===== config.mk =====
export PLATFORM = sky130hd
export DESIGN_NAME = neuron_mac_activation_core
export DESIGN_NICKNAME = d
export VERILOG_FILES = /design/src/design/nmac_pkg.sv /design/src/design/nmac_ctrl.sv /design/src/design/nmac_datapath.sv /design/src/design/neuron_mac_activation_core.sv
export SDC_FILE = /design/constraint.sdc
export NUM_CORES = 2
export LEC_CHECK = 0
export BUFFER_PORTS_ARGS = -buffer_cell sky130_fd_sc_hd__buf_4
export CORE_ASPECT_RATIO = 0.7
export CORE_MARGIN = 2
export CORE_UTILIZATION = 40
export DETAILED_ROUTE_END_ITERATION = 10
export GPL_ROUTABILITY_DRIVEN = 0
export PLACE_DENSITY = 0.58
export SLEW_MARGIN = 40
export SYNTH_ARGS = -nofsm -noshare
export SYNTH_HDL_FRONTEND = slang
export SYNTH_HIERARCHICAL = 1
export SYNTH_SLANG_ARGS = --single-unit

===== constraint.sdc =====
create_clock -name clk -period 19.65 [get_ports clk]
set_input_delay 0.9825 -clock clk [delete_from_list [all_inputs] [get_ports clk]]
set_output_delay 0.9825 -clock clk [all_outputs]
set_load 0.01 [all_outputs]

===== src/design/nmac_pkg.sv =====
// nmac_pkg: shared types, codes and table builders for the neuron mac/activation core
// used by nmac_ctrl, nmac_datapath and neuron_mac_activation_core; no dependencies
package nmac_pkg;

    // activation mode codes
    localparam logic [2:0] MODE_STEP    = 3'd0;
    localparam logic [2:0] MODE_LINEAR  = 3'd1;
    localparam logic [2:0] MODE_RELU    = 3'd2;
    localparam logic [2:0] MODE_LEAKY   = 3'd3;
    localparam logic [2:0] MODE_PRELU   = 3'd4;
    localparam logic [2:0] MODE_SIGMOID = 3'd5;
    localparam logic [2:0] MODE_TANH    = 3'd6;

    localparam int MODE_W = 3;
    localparam int CFG_INDEX_W = 3;

    // configuration register indexes
    localparam logic [CFG_INDEX_W-1:0] CFG_ACT_MODE  = 3'd0;
    localparam logic [CFG_INDEX_W-1:0] CFG_THRESHOLD = 3'd1;
    localparam logic [CFG_INDEX_W-1:0] CFG_BIAS      = 3'd2;
    localparam logic [CFG_INDEX_W-1:0] CFG_ALPHA     = 3'd3;

    localparam int ALPHA_RESET = 6;

    // fixed-point layout
    localparam int FRAC      = 8;
    localparam int PROD_FRAC = 16;
    localparam int LUT_SHIFT = 12;
    localparam int ONE_FIX   = 256;
    localparam int CHUNK_W   = 16;

    localparam logic [63:0] ONE31 = 64'h0000_0000_8000_0000;
    localparam logic [63:0] HALF31 = 64'h0000_0000_4000_0000;

    typedef struct packed {
        logic prod_load;
        logic sum_load;
        logic mul_init;
        logic mul_step;
        logic out_load;
    } ctrl_cmd_t;

    typedef struct packed {
        logic need_mul;
        logic out_free;
    } dp_status_t;

    // restoring division, only evaluated while building the tables
    function automatic logic [63:0] udiv64(logic [63:0] n, logic [63:0] d);
        logic [64:0] r;
        logic [63:0] q;
        r = '0;
        q = '0;
        for (int i = 63; i >= 0; i--)
        begin
            r = {r[63:0], n[i]};
            if (r >= {1'b0, d})
            begin
                r = r - {1'b0, d};
                q[i] = 1'b1;
            end
        end
        return q;
    endfunction

    // exp(-1/16) in q31 from a truncated taylor series in q62
    function automatic logic [63:0] exp_step();
        logic [63:0] term;
        logic [63:0] pos;
        logic [63:0] neg;
        term = 64'h4000_0000_0000_0000;
        pos  = term;
        neg  = '0;
        for (int k = 1; k <= 20; k++)
        begin
            term = udiv64(term, 64'(16 * k));
            if (k[0])
                neg = neg + term;
            else
                pos = pos + term;
        end
        return ((pos - neg) + HALF31) >> 31;
    endfunction

    // exp(-n/16) in q31
    function automatic logic [63:0] pow_e(int n);
        logic [63:0] e;
        logic [63:0] p;
        e = exp_step();
        p = ONE31;
        for (int i = 1; i <= n; i++)
            p = (p * e + HALF31) >> 31;
        return p;
    endfunction

    function automatic logic signed [31:0] sig_entry(int i, int depth);
        int j;
        int m;
        logic [63:0] e;
        logic [63:0] d;
        logic [63:0] num;
        j = i - (depth >>> 1);
        m = (j < 0) ? -j : j;
        e = pow_e(m);
        d = ONE31 + e;
        num = (j >= 0) ? ONE31 : e;
        return 32'(udiv64(num * 64'd256 + (d >> 1), d));
    endfunction

    function automatic logic signed [31:0] tanh_entry(int i, int depth);
        int j;
        int m;
        logic [63:0] e;
        logic [63:0] d;
        logic [63:0] t;
        logic signed [31:0] tv;
        j = i - (depth >>> 1);
        m = (j < 0) ? -j : j;
        e = pow_e(2 * m);
        d = ONE31 + e;
        t = udiv64((ONE31 - e) * 64'd256 + (d >> 1), d);
        tv = 32'(t);
        return (j < 0) ? -tv : tv;
    endfunction

endpackage


===== src/design/nmac_ctrl.sv =====
// nmac_ctrl: sequencing state machine for the neuron mac/activation core
// depends on nmac_pkg (command and status structs)
module nmac_ctrl #(
    parameter int ACC_WIDTH = 48
) (
    input  logic                   clk,
    input  logic                   rst_n,
    input  logic                   in_valid,
    output logic                   in_ready,
    input  logic                   last,
    input  nmac_pkg::dp_status_t   status,
    output nmac_pkg::ctrl_cmd_t    cmd
);

    localparam int NCHUNK = (ACC_WIDTH + nmac_pkg::CHUNK_W - 1) / nmac_pkg::CHUNK_W;
    localparam int CNT_W  = $clog2(NCHUNK);

    localparam logic [2:0] ST_ACC   = 3'd0;
    localparam logic [2:0] ST_DRAIN = 3'd1;
    localparam logic [2:0] ST_SUM   = 3'd2;
    localparam logic [2:0] ST_EVAL  = 3'd3;
    localparam logic [2:0] ST_MUL   = 3'd4;
    localparam logic [2:0] ST_FIN   = 3'd5;

    logic [2:0]       state_reg;
    logic [2:0]       state_next;
    logic [CNT_W-1:0] cnt_reg;
    logic [CNT_W-1:0] cnt_next;
    logic             accept;

    assign in_ready = (state_reg == ST_ACC);
    assign accept   = in_valid && in_ready;

    always_comb
    begin
        state_next    = state_reg;
        cnt_next      = cnt_reg;
        cmd.prod_load = accept;
        cmd.sum_load  = 1'b0;
        cmd.mul_init  = 1'b0;
        cmd.mul_step  = 1'b0;
        cmd.out_load  = 1'b0;
        case (state_reg)
            ST_ACC:
            begin
                if (accept && last)
                    state_next = ST_DRAIN;
            end
            ST_DRAIN:
            begin
                // last product lands in the accumulator this cycle
                state_next = ST_SUM;
            end
            ST_SUM:
            begin
                cmd.sum_load = 1'b1;
                state_next   = ST_EVAL;
            end
            ST_EVAL:
            begin
                cmd.mul_init = 1'b1;
                if (status.need_mul)
                begin
                    cnt_next   = CNT_W'(NCHUNK - 1);
                    state_next = ST_MUL;
                end
                else
                begin
                    state_next = ST_FIN;
                end
            end
            ST_MUL:
            begin
                cmd.mul_step = 1'b1;
                if (cnt_reg == '0)
                    state_next = ST_FIN;
                else
                    cnt_next = cnt_reg - 1'b1;
            end
            ST_FIN:
            begin
                if (status.out_free)
                begin
                    cmd.out_load = 1'b1;
                    state_next   = ST_ACC;
                end
            end
            default:
            begin
                state_next = ST_ACC;
            end
        endcase
    end

    always_ff @(posedge clk or negedge rst_n)
    begin
        if (!rst_n)
        begin
            state_reg <= ST_ACC;
            cnt_reg   <= '0;
        end
        else
        begin
            state_reg <= state_next;
            cnt_reg   <= cnt_next;
        end
    end

    a_out_load_free: assert property (@(posedge clk) disable iff (!rst_n)
        cmd.out_load |-> status.out_free)
        else $error("result loaded while output register still occupied");

    a_last_stops_input: assert property (@(posedge clk) disable iff (!rst_n)
        (in_valid && in_ready && last) |=> !in_ready)
        else $error("input still accepted after the closing beat");

    a_mul_follows_eval: assert property (@(posedge clk) disable iff (!rst_n)
        (state_reg == ST_EVAL && !status.need_mul) |=> !cmd.mul_step)
        else $error("multiply stepped for a mode that needs none");

endmodule


===== src/design/nmac_datapath.sv =====
// nmac_datapath: config registers, mac accumulator, chunked alpha multiply, activation
// and output register; depends on nmac_pkg for codes, layout constants and tables
module nmac_datapath #(
    parameter int DATA_WIDTH = 16,
    parameter int ACC_WIDTH  = 48,
    parameter int LUT_DEPTH  = 256
) (
    input  logic                                  clk,
    input  logic                                  rst_n,
    input  logic                                  cfg_we,
    input  logic [nmac_pkg::CFG_INDEX_W-1:0]      cfg_index,
    input  logic [DATA_WIDTH-1:0]                 cfg_data,
    input  logic signed [DATA_WIDTH-1:0]          in_value,
    input  logic signed [DATA_WIDTH-1:0]          in_weight,
    input  nmac_pkg::ctrl_cmd_t                   cmd,
    output nmac_pkg::dp_status_t                  status,
    output logic                                  out_valid,
    input  logic                                  out_ready,
    output logic signed [DATA_WIDTH-1:0]          activation_out,
    output logic                                  saturated
);

    localparam int CW     = nmac_pkg::CHUNK_W;
    localparam int PRODW  = 2 * DATA_WIDTH;
    localparam int EXTW   = (PRODW > ACC_WIDTH) ? PRODW : ACC_WIDTH;
    localparam int NCHUNK = (ACC_WIDTH + CW - 1) / CW;
    localparam int MSW    = NCHUNK * CW;
    localparam int PW     = MSW + DATA_WIDTH;
    localparam int QW     = PW - nmac_pkg::PROD_FRAC + 1;
    localparam int CMPW   = ACC_WIDTH + DATA_WIDTH;
    localparam int IW     = $clog2(LUT_DEPTH);

    localparam logic [DATA_WIDTH-1:0] QMAX_V = {1'b0, {(DATA_WIDTH-1){1'b1}}};
    localparam logic [DATA_WIDTH-1:0] QMIN_V = ~QMAX_V;
    localparam logic signed [ACC_WIDTH-1:0] QMAX_ACC = ACC_WIDTH'(QMAX_V);
    localparam logic signed [ACC_WIDTH-1:0] HALF_ACC = ACC_WIDTH'(LUT_DEPTH / 2);
    localparam logic [QW-1:0] QLIM = QW'(1) << (DATA_WIDTH - 1);

    // configuration
    logic [nmac_pkg::MODE_W-1:0]  mode_reg;
    logic signed [DATA_WIDTH-1:0] thr_reg;
    logic signed [DATA_WIDTH-1:0] bias_reg;
    logic signed [DATA_WIDTH-1:0] alpha_reg;

    // mac
    logic signed [PRODW-1:0]      prod_reg;
    logic                         prod_valid_reg;
    logic signed [EXTW-1:0]       prod_ext;
    logic signed [ACC_WIDTH-1:0]  acc_reg;
    logic signed [ACC_WIDTH-1:0]  acc_next;
    logic signed [ACC_WIDTH-1:0]  sum_reg;
    logic signed [ACC_WIDTH-1:0]  bias_acc;

    // magnitude multiply
    logic [ACC_WIDTH-1:0]         mag_sum;
    logic [DATA_WIDTH-1:0]        mag_alpha;
    logic [MSW-1:0]               mag_s_reg;
    logic [DATA_WIDTH-1:0]        mag_a_reg;
    logic                         neg_reg;
    logic [PW-1:0]                mprod_reg;
    logic [CW-1:0]                chunk;

    // activation
    logic                         sum_pos;
    logic signed [ACC_WIDTH-1:0]  sh8;
    logic signed [ACC_WIDTH-1:0]  q12;
    logic signed [ACC_WIDTH-1:0]  q12_off;
    logic signed [CMPW-1:0]       sum_w;
    logic signed [CMPW-1:0]       thr_w;
    logic [QW-1:0]                q_mul;
    logic [DATA_WIDTH-1:0]        mul_val;
    logic                         mul_sat;
    logic [DATA_WIDTH-1:0]        relu_val;
    logic                         relu_sat;
    logic [IW-1:0]                lut_idx;
    logic [DATA_WIDTH-1:0]        sig_lut [LUT_DEPTH];
    logic [DATA_WIDTH-1:0]        tanh_lut [LUT_DEPTH];
    logic [DATA_WIDTH-1:0]        res_val;
    logic                         res_sat;

    logic                         out_valid_reg;
    logic [DATA_WIDTH-1:0]        act_reg;
    logic                         sat_reg;

    // activation tables, fixed at elaboration
    for (genvar g = 0; g < LUT_DEPTH; g++)
    begin : g_lut
        localparam logic signed [31:0] SIG_V  = nmac_pkg::sig_entry(g, LUT_DEPTH);
        localparam logic signed [31:0] TANH_V = nmac_pkg::tanh_entry(g, LUT_DEPTH);
        assign sig_lut[g]  = SIG_V[DATA_WIDTH-1:0];
        assign tanh_lut[g] = TANH_V[DATA_WIDTH-1:0];
    end

    always_ff @(posedge clk or negedge rst_n)
    begin
        if (!rst_n)
        begin
            mode_reg  <= nmac_pkg::MODE_STEP;
            thr_reg   <= '0;
            bias_reg  <= '0;
            alpha_reg <= DATA_WIDTH'(nmac_pkg::ALPHA_RESET);
        end
        else if (cfg_we)
        begin
            case (cfg_index)
                nmac_pkg::CFG_ACT_MODE:  mode_reg  <= cfg_data[nmac_pkg::MODE_W-1:0];
                nmac_pkg::CFG_THRESHOLD: thr_reg   <= cfg_data;
                nmac_pkg::CFG_BIAS:      bias_reg  <= cfg_data;
                nmac_pkg::CFG_ALPHA:     alpha_reg <= cfg_data;
                default:
                begin
                end
            endcase
        end
    end

    // product is registered, then added in the following cycle (wraps at the accumulator width)
    assign prod_ext = EXTW'(prod_reg);
    assign bias_acc = ACC_WIDTH'(EXTW'(bias_reg) <<< nmac_pkg::FRAC);

    always_comb
    begin
        acc_next = acc_reg;
        if (cmd.sum_load)
            acc_next = '0;
        else if (prod_valid_reg)
            acc_next = acc_reg + prod_ext[ACC_WIDTH-1:0];
    end

    always_ff @(posedge clk or negedge rst_n)
    begin
        if (!rst_n)
        begin
            prod_valid_reg <= 1'b0;
            acc_reg        <= '0;
        end
        else
        begin
            prod_valid_reg <= cmd.prod_load;
            acc_reg        <= acc_next;
        end
    end

    always_ff @(posedge clk)
    begin
        if (cmd.prod_load)
            prod_reg <= PRODW'(in_value) * PRODW'(in_weight);
        if (cmd.sum_load)
            sum_reg <= acc_reg + bias_acc;
    end

    // sign-magnitude multiply of sum by alpha, one 16-bit chunk of |sum| a cycle
    assign mag_sum   = sum_reg[ACC_WIDTH-1] ? ACC_WIDTH'(-sum_reg) : sum_reg;
    assign mag_alpha = alpha_reg[DATA_WIDTH-1] ? DATA_WIDTH'(-alpha_reg) : alpha_reg;
    assign chunk     = mag_s_reg[MSW-1 -: CW];

    always_ff @(posedge clk)
    begin
        if (cmd.mul_init)
        begin
            mag_s_reg <= MSW'(mag_sum);
            mag_a_reg <= mag_alpha;
            neg_reg   <= sum_reg[ACC_WIDTH-1] ^ alpha_reg[DATA_WIDTH-1];
            mprod_reg <= '0;
        end
        else if (cmd.mul_step)
        begin
            mag_s_reg <= mag_s_reg << CW;
            mprod_reg <= (mprod_reg << CW) + (PW'(chunk) * PW'(mag_a_reg));
        end
    end

    assign sum_pos = !sum_reg[ACC_WIDTH-1] && (sum_reg != '0);

    assign status.need_mul = (mode_reg == nmac_pkg::MODE_LINEAR) ||
                             (((mode_reg == nmac_pkg::MODE_LEAKY) ||
                               (mode_reg == nmac_pkg::MODE_PRELU)) && !sum_pos);
    assign status.out_free = !out_valid_reg || out_ready;

    // floor of the scaled product: negative results round the magnitude up
    always_comb
    begin
        q_mul = QW'(mprod_reg >> nmac_pkg::PROD_FRAC) +
                QW'(neg_reg && (mprod_reg[nmac_pkg::PROD_FRAC-1:0] != '0));
        mul_sat = 1'b0;
        if (neg_reg)
        begin
            if (q_mul > QLIM)
            begin
                mul_val = QMIN_V;
                mul_sat = 1'b1;
            end
            else
            begin
                mul_val = DATA_WIDTH'(-q_mul);
            end
        end
        else
        begin
            if (q_mul > QLIM - 1'b1)
            begin
                mul_val = QMAX_V;
                mul_sat = 1'b1;
            end
            else
            begin
                mul_val = q_mul[DATA_WIDTH-1:0];
            end
        end
    end

    assign sh8      = sum_reg >>> nmac_pkg::FRAC;
    assign relu_sat = sh8 > QMAX_ACC;
    assign relu_val = relu_sat ? QMAX_V : sh8[DATA_WIDTH-1:0];

    assign sum_w = CMPW'(sum_reg);
    assign thr_w = CMPW'(thr_reg) <<< nmac_pkg::FRAC;

    // q4.4 table index, clamped to the table span
    assign q12     = sum_reg >>> nmac_pkg::LUT_SHIFT;
    assign q12_off = q12 + HALF_ACC;

    always_comb
    begin
        if (q12 < -HALF_ACC)
            lut_idx = '0;
        else if (q12 > HALF_ACC - 1)
            lut_idx = IW'(LUT_DEPTH - 1);
        else
            lut_idx = q12_off[IW-1:0];
    end

    always_comb
    begin
        res_val = '0;
        res_sat = 1'b0;
        case (mode_reg)
            nmac_pkg::MODE_STEP:
            begin
                res_val = (sum_w < thr_w) ? '0 : DATA_WIDTH'(nmac_pkg::ONE_FIX);
            end
            nmac_pkg::MODE_LINEAR:
            begin
                res_val = mul_val;
                res_sat = mul_sat;
            end
            nmac_pkg::MODE_RELU:
            begin
                if (sum_pos)
                begin
                    res_val = relu_val;
                    res_sat = relu_sat;
                end
            end
            nmac_pkg::MODE_LEAKY, nmac_pkg::MODE_PRELU:
            begin
                res_val = sum_pos ? relu_val : mul_val;
                res_sat = sum_pos ? relu_sat : mul_sat;
            end
            nmac_pkg::MODE_SIGMOID:
            begin
                res_val = sig_lut[lut_idx];
            end
            nmac_pkg::MODE_TANH:
            begin
                res_val = tanh_lut[lut_idx];
            end
            default:
            begin
                res_val = '0;
                res_sat = 1'b0;
            end
        endcase
    end

    always_ff @(posedge clk or negedge rst_n)
    begin
        if (!rst_n)
            out_valid_reg <= 1'b0;
        else if (cmd.out_load)
            out_valid_reg <= 1'b1;
        else if (out_ready)
            out_valid_reg <= 1'b0;
    end

    always_ff @(posedge clk)
    begin
        if (cmd.out_load)
        begin
            act_reg <= res_val;
            sat_reg <= res_sat;
        end
    end

    assign out_valid      = out_valid_reg;
    assign activation_out = act_reg;
    assign saturated      = sat_reg;

    a_acc_cleared: assert property (@(posedge clk) disable iff (!rst_n)
        cmd.sum_load |=> (acc_reg == '0))
        else $error("accumulator not cleared after the sum was taken");

    a_sat_at_rail: assert property (@(posedge clk) disable iff (!rst_n)
        (out_valid_reg && sat_reg) |-> (act_reg == QMAX_V || act_reg == QMIN_V))
        else $error("saturation flagged on a value off the rails");

    a_no_prod_at_sum: assert property (@(posedge clk) disable iff (!rst_n)
        cmd.sum_load |-> !prod_valid_reg)
        else $error("product still in flight when the sum was taken");

endmodule


===== src/design/neuron_mac_activation_core.sv =====
// neuron_mac_activation_core: top level of the neuron mac/activation block
// depends on nmac_pkg, nmac_ctrl and nmac_datapath
//
// usage:
//   input channel (in_valid/in_ready): one beat per value/weight pair, signed q8.8;
//   last marks the closing beat of an evaluation. every beat is multiplied and
//   summed into a wrapping accumulator; the closing beat yields one result.
//   output channel (out_valid/out_ready): activation_out (q8.8) and saturated.
//   config port: cfg_we writes cfg_data to register cfg_index (0 act_mode,
//   1 threshold, 2 bias, 3 alpha); other indexes are ignored. write only when idle.
// throughput: one beat per cycle while an evaluation streams in. after the closing
//   beat input is held off while the last product and the bias are added and the
//   activation worked out; when the alpha multiply is needed (linear, or leaky/
//   parametric relu on a non-positive sum) it steps 16 bits of the sum per cycle
//   through one 16 x DATA_WIDTH multiplier. input stays held off until the output register is free.
// reset: accumulator cleared, act_mode step, threshold and bias 0, alpha 6.
// stall: the result waits in the output register; the next evaluation streams in
//   meanwhile; its result and any further input wait until that register drains.
module neuron_mac_activation_core #(
    parameter int DATA_WIDTH = 16,
    parameter int ACC_WIDTH  = 48,
    parameter int LUT_DEPTH  = 256
) (
    input  logic                              clk,
    input  logic                              rst_n,
    input  logic                              in_valid,
    output logic                              in_ready,
    input  logic signed [DATA_WIDTH-1:0]      in_value,
    input  logic signed [DATA_WIDTH-1:0]      in_weight,
    input  logic                              last,
    output logic                              out_valid,
    input  logic                              out_ready,
    output logic signed [DATA_WIDTH-1:0]      activation_out,
    output logic                              saturated,
    input  logic                              cfg_we,
    input  logic [nmac_pkg::CFG_INDEX_W-1:0]  cfg_index,
    input  logic [DATA_WIDTH-1:0]             cfg_data
);

    nmac_pkg::ctrl_cmd_t  cmd;
    nmac_pkg::dp_status_t status;

    nmac_ctrl #(
        .ACC_WIDTH (ACC_WIDTH)
    ) u_ctrl (
        .clk      (clk),
        .rst_n    (rst_n),
        .in_valid (in_valid),
        .in_ready (in_ready),
        .last     (last),
        .status   (status),
        .cmd      (cmd)
    );

    nmac_datapath #(
        .DATA_WIDTH (DATA_WIDTH),
        .ACC_WIDTH  (ACC_WIDTH),
        .LUT_DEPTH  (LUT_DEPTH)
    ) u_datapath (
        .clk            (clk),
        .rst_n          (rst_n),
        .cfg_we         (cfg_we),
        .cfg_index      (cfg_index),
        .cfg_data       (cfg_data),
        .in_value       (in_value),
        .in_weight      (in_weight),
        .cmd            (cmd),
        .status         (status),
        .out_valid      (out_valid),
        .out_ready      (out_ready),
        .activation_out (activation_out),
        .saturated      (saturated)
    );

endmodule


==> results.json <==
{
  "cap_violations": 0,
  "status": "finished, final reports clean",
  "ctsLongestPathBuffers": 3,
  "largest_reg_flops": 64,
  "yosysSeqAreaShare_pct": 20.62,
  "synth_area_leaders": "fa_1 22%, edfxtp_1 11%, ha_1 10%",
  "yosysTopAreaCellShare_pct": 22.24,
  "multiInputGateArea_sq_um": 30550,
  "place_hpwl_mm": 95.09,
  "clkTransAtPathRegs_ns": 0.08,
  "core-area_sq_um": 106100,
  "io_buffers": 75,
  "max_stage_delay_ns": 0.80,
  "drt_pass1_iterations": 8,
  "syn_nets": 5688,
  "grt_pass1_vias": 35060,
  "finalCriticalPeriod_ns": 7.748,
  "stdcell_area_sq_um": 46000,
  "finalCritPeriodShare_pct": 39.43,
  "drtIter0Drc": 3601,
  "yosys.area.top_type": "fa_1",
  "antenna_found_initial": 2,
  "wire_per_inst_um": 19.95,
  "synthSimpleGateAreaFrac_pct": 17.23,
  "crit_start": "u_datapath/mag_s_reg[37]",
  "synth_top_family_by_area": "adder cells",
  "finalSetupViolCount": 0,
  "worstPathMaxFanout": 16,
  "slowest_stage": "edfxtp_1",
  "initial_utilization_pct": 40.22,
  "cp_common_cell": "fa_1",
  "synth_fa_ha_area_share_pct": 32.44,
  "ys_types": 89,
  "synth-seq-cells": 332,
  "end_kind": "register",
  "syn_inst": 4809,
  "r2r_end": "u_datapath/mprod_reg[61]",
  "grt_max_degree": 95,
  "die-height_um": 277.3,
  "regToRegStartpoint": "u_datapath/mag_s_reg[37]",
  "skew_ns": 0.02044,
  "drc": 0,
  "syn_area_per_cell_sq_um": 8.873,
  "ant_nets": 0,
  "vias": 34740,
  "hold_violations": 0,
  "fin_nets": 5627,
  "seqCellArea_sq_um": 8803,
  "crit_end": "u_datapath/mprod_reg[61]",
  "synth_most_common_cell": "inv_1",
  "async_flop_share_pct": 31.93,
  "drv_slew": 0,
  "cts_sinks": 332,
  "cts_resized": 0,
  "cts_hold_buf": 0,
  "cp.arrival_ns": 8.25,
  "rrSetupSlack_ns": 11.90,
  "htreeDepth": 2,
  "yosys-mux-area-fraction_pct": 2.498,
  "syn-cell-area_sq_um": 42670,
  "cts_root_buf": "clkbuf_16",
  "synthToLayoutAreaGrowth_pct": 7.794,
  "grt_first_pass_wirelength_mm": 200.0,
  "rsz0062_at_grt": "false",
  "gr-total-overflow": 0,
  "critPathRequiredTime_ns": 20.15,
  "synth_flop_cell": "edfxtp_1",
  "hp-class": "primary input to async pin",
  "worstPathCellList": "nand2_1, fa_1, inv_1, fa_1, inv_1, fa_1, inv_1, fa_1, fa_1, inv_1, fa_1, inv_1, ha_1, a21oi_1, o21bai_1, a2111oi_0, o21ai_0, o211ai_1, a211oi_1, o21ai_1, a21oi_1, a31o_2, a311oi_1",
  "yosysWarnings": 6,
  "avgViaCountPerCell": 5.596,
  "fill_cells": 10550,
  "synth_compound_area_share_pct": 14.09,
  "synth-xor-area-share_pct": 5.049,
  "dieWidth_um": 394.4,
  "grt_usage_pct": 22.89,
  "cts_made_buffers": 38,
  "reg2regPathDepth": 23,
  "synth-edff-count": 162,
  "cts_tree": "built",
  "max_freq_ghz": 0.1291,
  "cp-start-kind": "register",
  "ios": 76,
  "worst_pin_slew_ns": 0.9004,
  "rows": 100,
  "tns_ns": 0,
  "placed_cell_area_sq_um": 44620,
  "dieArea_sq_um": 109400,
  "worstSetupPathType": "register to register",
  "layout-drive-gt1-share_pct": 5.567,
  "post_cts_buffers": 0,
  "worst_skew_pair.late_latency_ns": 0.60,
  "synthTopCellsByCount": "691 x inv_1, 482 x nand2_1, 474 x fa_1",
  "wl_mm": 123.8,
  "maxSlewHeadroom_pct": 39.75
}
-- cell type report --
cell class                      count  share of cell area [%]
Sequential cell                   332                   19.14
Timing Repair Buffer              119                   1.975
Clock buffer                       45                   2.168
Antenna cell                        1                0.005440
Inverter                          693                   5.655
Multi-Input combinational cell   3564                   66.42
Tap cell                         1428                   3.884
Clock inverter                     25                  0.7508
-- worst min path at each step --
stage          slack [ns]  cells after the start                   from                     to
2_1_floorplan        0.45                      0  u_datapath/acc_reg[0]  u_datapath/sum_reg[0]
3_3_place_gp         0.48                      1      u_ctrl/cnt_reg[0]      u_ctrl/cnt_reg[0]
3_5_place_dp         0.48                      0  u_datapath/acc_reg[0]  u_datapath/sum_reg[0]
4_1_cts              0.49                      1                  rst_n  u_datapath/thr_reg[5]
5_1_grt              0.40                      1                  rst_n  u_datapath/thr_reg[5]
6_report             0.38                      1                  rst_n  u_datapath/thr_reg[5]
-- layout by cell type (no fill, tap or decap), drive strengths merged, types with 18 or more instances in the layout --
| cell type | n |
|---|---|
| nor2b | 18 |
| mux2i | 66 |
| o21bai | 18 |
| dfrtp | 104 |
| fa | 474 |
| clkbuf | 45 |
| xnor2 | 165 |
| xor2 | 81 |
| nand3 | 81 |
| inv | 697 |
| nor3 | 58 |
| and3 | 25 |
| nand2b | 38 |
| nand4 | 57 |
| buf | 119 |
| o21a | 21 |
| o21ai | 206 |
| nand2 | 482 |
| nor4 | 48 |
| a31oi | 35 |
| or4 | 18 |
| nor2 | 284 |
| dfxtp | 64 |
| o211ai | 24 |
| edfxtp | 162 |
| a21o | 108 |
| ha | 348 |
| a211oi | 39 |
| and4 | 18 |
| mux2 | 36 |
| o31ai | 38 |
| and2 | 274 |
| a21oi | 216 |
| or3 | 26 |
-- through the flow --
| stage | std cells | hold slack (ns) | util (%) | setup WS [ns] |
|---|---|---|---|---|
| 4_1_cts | 6206 | 0.4916 | 43.32 | 11.95 |
| 3_3_place_gp | 6134 | 0.4769 | 42.01 | 11.88 |
| 2_1_floorplan | 4809 | 0.4499 | - | 12.62 |
| 5_1_grt | 6206 | 0.4008 | 43.35 | 11.36 |
| 6_report | 6207 | 0.3774 | 43.35 | 11.90 |
| 3_5_place_dp | 6136 | 0.4779 | 42.06 | 11.89 |
-- routing by layer --
| metal | share of wire [%] | global-route usage [%] | vias to the layer above |
|---|---|---|---|
| met1 | 49 | 35.37 | 17070 |
| met3 | 9.3 | 5.522 | 196 |
| met4 | 1.8 | 4.257 | 5 |
| met5 | 0.087 | 0.5662 | - |
| met2 | 40 | 32.15 | 1422 |
| li1 | - | - | 16050 |
-- worst max-delay path, delay by kind of cell, from the launching register on --
family                   cells  cell delay, ns
adder cells (fa/ha/maj)      7            3.51
flip-flops                   1            0.80
AND/OR/NAND/NOR              1            0.17
buffers and inverters        5            0.26
AO/OA/AOI/OAI               10            2.90
-- kinds of logic (layout without fill, tap and decap cells) --
family	Yosys count	in the layout
buffers and inverters	913	882
XOR/XNOR	246	246
other	0	1
flip-flops	332	332
AO/OA/AOI/OAI	915	915
adder cells (fa/ha/maj)	822	822
AND/OR/NAND/NOR	1479	1479
multiplexers	102	102
Power is left out: the tool's default activity adds up to more than one toggle a clock period on the data nets, which glitch-free logic cannot reach.
